`config.mk`:
```
export PLATFORM = sky130hd
export DESIGN_NAME = murmur2_hash_32_flat
export DESIGN_NICKNAME = d
export VERILOG_FILES = /design/src/design/mm2_pkg.sv /design/src/design/mm2_if.sv /design/src/design/mm2_front.sv /design/src/design/mm2_cmd_fifo.sv /design/src/design/mm2_back.sv /design/src/design/murmur2_hash_32.sv /design/src/flat_wrapper.sv
export SDC_FILE = /design/constraint.sdc
export NUM_CORES = 1
export LEC_CHECK = 0
export BUFFER_PORTS_ARGS = -buffer_cell sky130_fd_sc_hd__buf_4
export CAP_MARGIN = 20
export CORE_MARGIN = 3
export CORE_UTILIZATION = 25
export DETAILED_ROUTE_END_ITERATION = 16
export GPL_ROUTABILITY_DRIVEN = 0
export SETUP_SLACK_MARGIN = 0.05
export SYNTH_ARGS = -nofsm -noshare
export SYNTH_HDL_FRONTEND = slang
export SYNTH_HIERARCHICAL = 1
export SYNTH_SLANG_ARGS = --single-unit
```
`constraint.sdc`:
```
create_clock -name clk -period 9.1 [get_ports clk]
set_input_delay 0.91 -clock clk [delete_from_list [all_inputs] [get_ports clk]]
set_output_delay 0.91 -clock clk [all_outputs]
set_load 0.02 [all_outputs]
```
`src/design/mm2_pkg.sv`:
```
// shared types and constants for the murmur2 hash block
`default_nettype none
package mm2_pkg;

  localparam logic [31:0] MIX_MUL     = 32'h5bd1e995;
  localparam int          MIX_SHIFT   = 24;
  localparam int          FIN_SHIFT_A = 13;
  localparam int          FIN_SHIFT_B = 15;

  localparam int QUEUE_DEPTH = 4;
  localparam int QUEUE_AW    = $clog2(QUEUE_DEPTH);

  // one command from the front to the back
  typedef struct packed {
    logic        seed_en;
    logic [31:0] seed;
    logic        word_en;
    logic [31:0] word;
    logic        fin_en;
    logic        tail_en;
    logic [23:0] tail;
  } cmd_t;

endpackage
`default_nettype wire

```
`src/design/mm2_if.sv`:
```
// stream interfaces for message bytes in and hash values out
`default_nettype none
interface mm2_in_if;
  logic        valid;
  logic        ready;
  logic [7:0]  data_byte;
  logic        is_first;
  logic        is_last;
  logic        no_byte;
  logic [31:0] message_length;

  modport source (output valid, data_byte, is_first, is_last, no_byte, message_length,
                  input ready);
  modport sink   (input valid, data_byte, is_first, is_last, no_byte, message_length,
                  output ready);
endinterface

interface mm2_out_if;
  logic        valid;
  logic        ready;
  logic [31:0] hash_value;

  modport source (output valid, hash_value, input ready);
  modport sink   (input valid, hash_value, output ready);
endinterface
`default_nettype wire

```
`src/design/mm2_front.sv`:
```
// front end: gathers bytes into words and issues commands
`default_nettype none
module mm2_front
  import mm2_pkg::*;
(
  input  wire logic clk,
  input  wire logic rst,
  mm2_in_if.sink    in_ch,
  input  wire logic full,
  output logic      push,
  output cmd_t      cmd
);

  logic [23:0] pending, pending_next;
  logic [1:0]  phase, phase_next;
  logic        accept;

  assign in_ch.ready = !full;
  assign accept      = in_ch.valid && !full;

  always_comb begin
    logic [23:0] pend;
    logic [1:0]  ph;
    pend = pending;
    ph   = phase;
    cmd  = '0;
    cmd.seed_en = in_ch.is_first;
    cmd.seed    = in_ch.message_length;
    if (in_ch.is_first) begin
      pend = '0;
      ph   = '0;
    end
    if (!in_ch.no_byte) begin
      case (ph)
        2'd0: begin
          pend[7:0] = in_ch.data_byte;
          ph        = 2'd1;
        end
        2'd1: begin
          pend[15:8] = in_ch.data_byte;
          ph         = 2'd2;
        end
        2'd2: begin
          pend[23:16] = in_ch.data_byte;
          ph          = 2'd3;
        end
        default: begin
          cmd.word_en = 1'b1;
          cmd.word    = {in_ch.data_byte, pend};
          pend        = '0;
          ph          = '0;
        end
      endcase
    end
    if (in_ch.is_last) begin
      cmd.fin_en  = 1'b1;
      cmd.tail_en = (ph != 2'd0);
      cmd.tail    = pend;
      pend        = '0;
      ph          = '0;
    end
    pending_next = pend;
    phase_next   = ph;
    push = accept && (cmd.seed_en || cmd.word_en || cmd.fin_en);
  end

  always_ff @(posedge clk) begin
    if (rst) begin
      pending <= '0;
      phase   <= '0;
    end else if (accept) begin
      pending <= pending_next;
      phase   <= phase_next;
    end
  end

endmodule
`default_nettype wire

```
`src/design/mm2_cmd_fifo.sv`:
```
// short command queue between front and back
`default_nettype none
module mm2_cmd_fifo
  import mm2_pkg::*;
(
  input  wire logic clk,
  input  wire logic rst,
  input  wire logic push,
  input  wire cmd_t push_cmd,
  output logic      full,
  input  wire logic pop,
  output logic      pop_valid,
  output cmd_t      pop_cmd
);

  cmd_t                entries [QUEUE_DEPTH];
  logic [QUEUE_AW-1:0] wr_ptr;
  logic [QUEUE_AW-1:0] rd_ptr;
  logic [QUEUE_AW:0]   count;
  logic                do_push;
  logic                do_pop;

  assign full      = (count == (QUEUE_AW+1)'(QUEUE_DEPTH));
  assign pop_valid = (count != '0);
  assign pop_cmd   = entries[rd_ptr];
  assign do_push   = push && !full;
  assign do_pop    = pop && pop_valid;

  always_ff @(posedge clk) begin
    if (do_push) begin
      entries[wr_ptr] <= push_cmd;
    end
  end

  always_ff @(posedge clk) begin
    if (rst) begin
      wr_ptr <= '0;
      rd_ptr <= '0;
      count  <= '0;
    end else begin
      if (do_push) begin
        wr_ptr <= wr_ptr + 1'b1;
      end
      if (do_pop) begin
        rd_ptr <= rd_ptr + 1'b1;
      end
      case ({do_push, do_pop})
        2'b10:   count <= count + 1'b1;
        2'b01:   count <= count - 1'b1;
        default: count <= count;
      endcase
    end
  end

endmodule
`default_nettype wire

```
`src/design/mm2_back.sv`:
```
// back end: mixes words and finalizes with one shared multiplier
`default_nettype none
module mm2_back
  import mm2_pkg::*;
(
  input  wire logic clk,
  input  wire logic rst,
  input  wire logic cmd_valid,
  input  wire cmd_t cmd,
  output logic      cmd_pop,
  mm2_out_if.source out_ch
);

  typedef enum logic [2:0] {
    ST_IDLE, ST_K1, ST_K2, ST_HM, ST_FTAIL, ST_FT2, ST_FM, ST_OUT
  } state_t;

  state_t      state;
  logic [31:0] h;
  logic [31:0] k;
  logic [31:0] mul_a;
  logic [31:0] prod;
  logic        fin_en;
  logic        tail_en;
  logic [23:0] tail;
  logic        out_valid;
  logic [31:0] hash_value;

  assign prod          = mul_a * MIX_MUL;
  assign cmd_pop       = (state == ST_IDLE) && cmd_valid;
  assign out_ch.valid      = out_valid;
  assign out_ch.hash_value = hash_value;

  always_ff @(posedge clk) begin
    if (rst) begin
      state     <= ST_IDLE;
      h         <= '0;
      out_valid <= 1'b0;
    end else begin
      // the output state reloads the register itself when it frees up
      if (out_valid && out_ch.ready && (state != ST_OUT)) begin
        out_valid <= 1'b0;
      end
      case (state)
        ST_IDLE: begin
          if (cmd_valid) begin
            h       <= cmd.seed_en ? cmd.seed : h;
            fin_en  <= cmd.fin_en;
            tail_en <= cmd.tail_en;
            tail    <= cmd.tail;
            mul_a   <= cmd.word;
            if (cmd.word_en) begin
              state <= ST_K1;
            end else if (cmd.fin_en) begin
              state <= ST_FTAIL;
            end
          end
        end
        ST_K1: begin
          mul_a <= prod ^ (prod >> MIX_SHIFT);
          state <= ST_K2;
        end
        ST_K2: begin
          k     <= prod;
          mul_a <= h;
          state <= ST_HM;
        end
        ST_HM: begin
          h     <= prod ^ k;
          state <= fin_en ? ST_FTAIL : ST_IDLE;
        end
        ST_FTAIL: begin
          if (tail_en) begin
            mul_a <= h ^ {8'b0, tail};
            state <= ST_FT2;
          end else begin
            mul_a <= h ^ (h >> FIN_SHIFT_A);
            state <= ST_FM;
          end
        end
        ST_FT2: begin
          mul_a <= prod ^ (prod >> FIN_SHIFT_A);
          state <= ST_FM;
        end
        ST_FM: begin
          k     <= prod;
          state <= ST_OUT;
        end
        ST_OUT: begin
          if (!out_valid || out_ch.ready) begin
            out_valid  <= 1'b1;
            hash_value <= k ^ (k >> FIN_SHIFT_B);
            h          <= '0;
            state      <= ST_IDLE;
          end
        end
        default: state <= ST_IDLE;
      endcase
    end
  end

endmodule
`default_nettype wire

```
`src/design/murmur2_hash_32.sv`:
```
// top level of the streaming murmur2 32-bit hash
//
// Streaming MurmurHash2 (32-bit, m = 0x5bd1e995) over a message delivered
// one byte per transfer on in_ch. The transfer with is_first set seeds the
// hash with message_length; bytes are packed little-endian into words, and
// the transfer with is_last set produces exactly one hash_value transfer on
// out_ch. A transfer with no_byte set carries no byte (for the empty message,
// set is_first, is_last and no_byte together). After a last transfer the
// state returns to a zero seed. Timing: the front takes one byte per cycle
// whenever the four-entry command queue has room. The back runs one shared
// 32x32 multiplier with a registered operand: a seed-only command is just a
// load, a full word is a load plus three multiplies (states K1, K2 and HM),
// and the finish runs FTAIL, then FT2 when tail bytes are left, then FM,
// then the output state that loads the output register. The sustained rate
// is one byte per cycle within a message, set by the word mixing loop; each
// message adds the finalization states at its end. The output register
// frees the back while a finished hash waits for out_ch.ready.
`default_nettype none
module murmur2_hash_32
  import mm2_pkg::*;
(
  input  wire logic clk,
  input  wire logic rst,
  mm2_in_if.sink    in_ch,
  mm2_out_if.source out_ch
);

  // front to queue
  logic full;
  logic push;
  cmd_t push_cmd;

  // queue to back
  logic pop;
  logic pop_valid;
  cmd_t pop_cmd;

  mm2_front u_front (
    .clk   (clk),
    .rst   (rst),
    .in_ch (in_ch),
    .full  (full),
    .push  (push),
    .cmd   (push_cmd)
  );

  mm2_cmd_fifo u_fifo (
    .clk       (clk),
    .rst       (rst),
    .push      (push),
    .push_cmd  (push_cmd),
    .full      (full),
    .pop       (pop),
    .pop_valid (pop_valid),
    .pop_cmd   (pop_cmd)
  );

  mm2_back u_back (
    .clk       (clk),
    .rst       (rst),
    .cmd_valid (pop_valid),
    .cmd       (pop_cmd),
    .cmd_pop   (pop),
    .out_ch    (out_ch)
  );

endmodule
`default_nettype wire
```
`src/flat_wrapper.sv`:
```
// flat-port wrapper written by rule: the top's interface ports become plain ports
module murmur2_hash_32_flat import mm2_pkg::*;
  (clk, rst, in_ch_valid, in_ch_data_byte, in_ch_is_first, in_ch_is_last, in_ch_no_byte, in_ch_message_length, in_ch_ready, out_ch_valid, out_ch_hash_value, out_ch_ready);
  mm2_in_if in_ch_i ();
  mm2_out_if out_ch_i ();
  input  wire logic clk;
  input  wire logic rst;
  input wire logic [$bits(in_ch_i.valid)-1:0] in_ch_valid;
  input wire logic [$bits(in_ch_i.data_byte)-1:0] in_ch_data_byte;
  input wire logic [$bits(in_ch_i.is_first)-1:0] in_ch_is_first;
  input wire logic [$bits(in_ch_i.is_last)-1:0] in_ch_is_last;
  input wire logic [$bits(in_ch_i.no_byte)-1:0] in_ch_no_byte;
  input wire logic [$bits(in_ch_i.message_length)-1:0] in_ch_message_length;
  output wire logic [$bits(in_ch_i.ready)-1:0] in_ch_ready;
  output wire logic [$bits(out_ch_i.valid)-1:0] out_ch_valid;
  output wire logic [$bits(out_ch_i.hash_value)-1:0] out_ch_hash_value;
  input wire logic [$bits(out_ch_i.ready)-1:0] out_ch_ready;
  assign in_ch_i.valid = in_ch_valid;
  assign in_ch_i.data_byte = in_ch_data_byte;
  assign in_ch_i.is_first = in_ch_is_first;
  assign in_ch_i.is_last = in_ch_is_last;
  assign in_ch_i.no_byte = in_ch_no_byte;
  assign in_ch_i.message_length = in_ch_message_length;
  assign in_ch_ready = in_ch_i.ready;
  assign out_ch_valid = out_ch_i.valid;
  assign out_ch_hash_value = out_ch_i.hash_value;
  assign out_ch_i.ready = out_ch_ready;
  murmur2_hash_32 u_core (.clk(clk), .rst(rst), .in_ch(in_ch_i), .out_ch(out_ch_i));
endmodule
```
==> flow_summary.ini <==
[yosys]
synth_ff_type = edfxtp_1
ys_seq_area_share_pct = 48.87
synth.area.top_cells = edfxtp_1, fa_1, ha_1, mux4_2, inv_1
synth_edf_count = 490
synth_fa_ha_area_share_pct = 19.60
muxShareOfSynthArea_pct = 7.273
async_flop_share_pct = 0
synth_seq_cells = 561
yosysWarnings = 6
synth-xor-area-share_pct = 3.301
synth_top_area_share_pct = 44.57
yosys.area.top_type = edfxtp_1
synth_top_family_by_area = adder cells
yosys.area_share.simple_pct = 6.575
avgSynthCellArea_um2 = 13.17
synth.cell_area_um2 = 33010
syn_nets = 2961
synth_compound_area_share_pct = 7.614
synthCells = 2506
synth_cell_type_count = 91

[clock_tree]
cts.path.max_buffers = 3
ctsHoldBuffers = 0
cts_buffers = 55
ctsResizeCount = 0
cts_tree = built
ctsHtreeMaxLevel = 2
post_cts_buffers = 0
clock_latency_ps = 650
cts-root-buf = clkbuf_16
path_clk_slew_ps = 70
clkSinkCount = 561

[timing]
max_slew_margin_pct = 21.99
period_share_pct = 89.31
slew_viol_final = 0
worst_slew_pin_slew_ps = 1168
min_period_ps = 8127
setup_violations = 0
skew_ps = 34.59
clock.fmax_mhz = 123.0
rsz0062_at_grt = no
hold_viol = 0
finalSetupTns_ps = 0

[grt]
grt_max_degree = 75
first_global_vias = 20020
antenna_found_initial = 3
grt_overflow = 0
grt_pass1_wl_mm = 133.6
gr-usage-all-layers_pct = 12.98

[final_layout]
area_growth_pct = 12.80
finalNetCount = 3001
fillers = 13160
drive_above_1_share_pct = 12.89
antenna_cells = 0

[worst_setup_path]
crit_required_ps = 9430
reg2reg_slack_ps = 970
reg2reg_from = u_core/u_back/mul_a[8]
startpoint = u_core/u_back/mul_a[8]
path_class = reg2reg
r2r-end = u_core/u_back/mul_a[4]
r2r_cells = 26
arrival_ps = 8460
crit_path_end_kind = flip-flop
path_max_fanout = 10
cp-start-kind = flip-flop

[worst_hold_path]
hold_path_depth = 1
hold_path_end = u_core/u_fifo/entries[3][89]
holdCritPathClass = in2reg
hold_path_startpoint = in_ch_message_length[30]

[route]
drt_wl_total_mm = 89.62
via_per_inst = 4.614
dr.pass1.iters = 5
final_antenna_net_count = 0
drc = 0
drtIter0Drc = 1826
num_vias = 19990
post_drt_wl_per_cell_um = 20.68

[die]
rows = 132
start_util_pct = 25.34
die_h_um = 369.4
dieArea_um2 = 136500
die_w_um = 369.4
coreArea_um2 = 130300
ios = 81

[place]
port_buffers = 80
dp_hpwl_mm = 65.50

[flow_run]
cap_violations = 0

[run_status]
status = complete, no violations
[layout make-up]
cell class / count / area [um2] / area share, %
multi-input combinational: 1411 / 14680 / 39.41
clock inverter: 39 / 442.9 / 1.189
timing repair buffer: 114 / 855.8 / 2.298
inverter: 403 / 1513 / 4.062
clock buffer: 63 / 1428 / 3.833
tap: 1742 / 2180 / 5.853
sequential: 561 / 16140 / 43.35
[Yosys cell counts (23+ instances only)]
cell type	number
ha_1	226
mux4_2	92
inv_1	401
o21ai_0	53
and3_1	23
dfxtp_1	71
nor3_1	60
nand2_1	70
a21oi_1	89
mux2i_1	25
buf_4	34
nor2_1	100
fa_1	182
xor2_1	52
nor2b_1	37
edfxtp_1	490
a221oi_1	28
clkbuf_1	60
xnor2_1	57
[cell families (layout without fill, tap and decap cells)]
logic type               count (synthesis)  after routing
AO/OA/AOI/OAI                          356            356
flip-flops                             561            561
multiplexers                           124            124
XOR/XNOR                               115            115
buffers and inverters                  534            619
AND/OR/NAND/NOR                        408            408
adder cells (fa/ha/maj)                408            408
[stage by stage]
step | utilization [%] | worst slack (ps) | cells | area (um2) | hold WS [ps]
after global routing | 28.58 | 636.4 | 4333 | 37240 | 464.1
after detailed placement | 27.14 | 1015 | 4231 | 35370 | 474.5
final | 28.58 | 973.1 | 4333 | 37240 | 481.8
after global placement | 27.14 | 1147 | 4231 | 35370 | 464.2
after CTS | 28.58 | 968.7 | 4333 | 37240 | 452.9
after floorplan | - | 2108 | 2506 | 33010 | 449.9
[worst max-delay path, stage by stage (launching register included)]
cell and delay [ps]:
edfxtp_1 730, inv_1 200, fa_1 540, inv_1 80, ha_1 140, inv_1 50, fa_1 490, inv_1 50
fa_1 510, inv_1 60, fa_1 540, inv_1 50, fa_1 450, fa_1 490, inv_1 50, fa_1 510
inv_1 50, ha_1 420, nand3_1 200, nor2_1 100, and3_1 170, a41o_1 210, nor2_1 310, a41oi_1 290
o21ai_0 640, a2111oi_0 210, nand3b_1 280
[per-layer routing]
layer	vias up	global-route usage [%]	part of all wire, %
met3	114	2.645	7.3
met4	0	3.277	2.2
li1	9019	-	-
met5	-	0	0
met1	10200	18.20	45
met2	657	20.46	46
[flip-flops by register name, summed over array words and instances, names as in the netlist, named ones only]
register                         count
u_core/u_fifo/entries              368
u_core/u_back/h                     32
u_core/u_back/k                     32
u_core/u_back/mul_a                 32
u_core/u_back/out_ch.hash_value     32
u_core/u_back/tail                  24
u_core/u_front/pending              24
u_core/u_back/state                  3
u_core/u_fifo/count                  3
u_core/u_fifo/rd_ptr                 2
u_core/u_fifo/wr_ptr                 2
u_core/u_front/phase                 2
u_core/u_back/fin_en                 1
u_core/u_back/out_ch.valid           1
u_core/u_back/tail_en                1
[how the worst max path moves through the flow]
stage,to,cells after the start
after global placement,u_core/u_back/mul_a[4],26
after global routing,u_core/u_back/mul_a[4],26
after floorplan,u_core/u_back/mul_a[6],28
after detailed placement,u_core/u_back/mul_a[4],26
final,u_core/u_back/mul_a[4],26
after CTS,u_core/u_back/mul_a[4],26
[cell usage in the layout, fill, tap and decap left out, drive strengths merged, types with 12 or more instances in the layout]
cell type / count
edfxtp: 490
inv: 407
ha: 226
fa: 182
buf: 114
nor2: 100
mux4: 92
a21oi: 89
dfxtp: 71
nand2: 70
clkbuf: 63
nor3: 61
xnor2: 57
o21ai: 57
xor2: 52
nor2b: 37
a221oi: 28
clkinv: 26
mux2i: 25
and3: 23
nand3: 20
nor3b: 17
and2: 17
a211oi: 16
nand2b: 16
a22o: 16
a32oi: 16
a22oi: 13
a31oi: 12
Power is not shown: default switching activity piles up to over one toggle a cycle in this logic, so the estimate is an artifact.
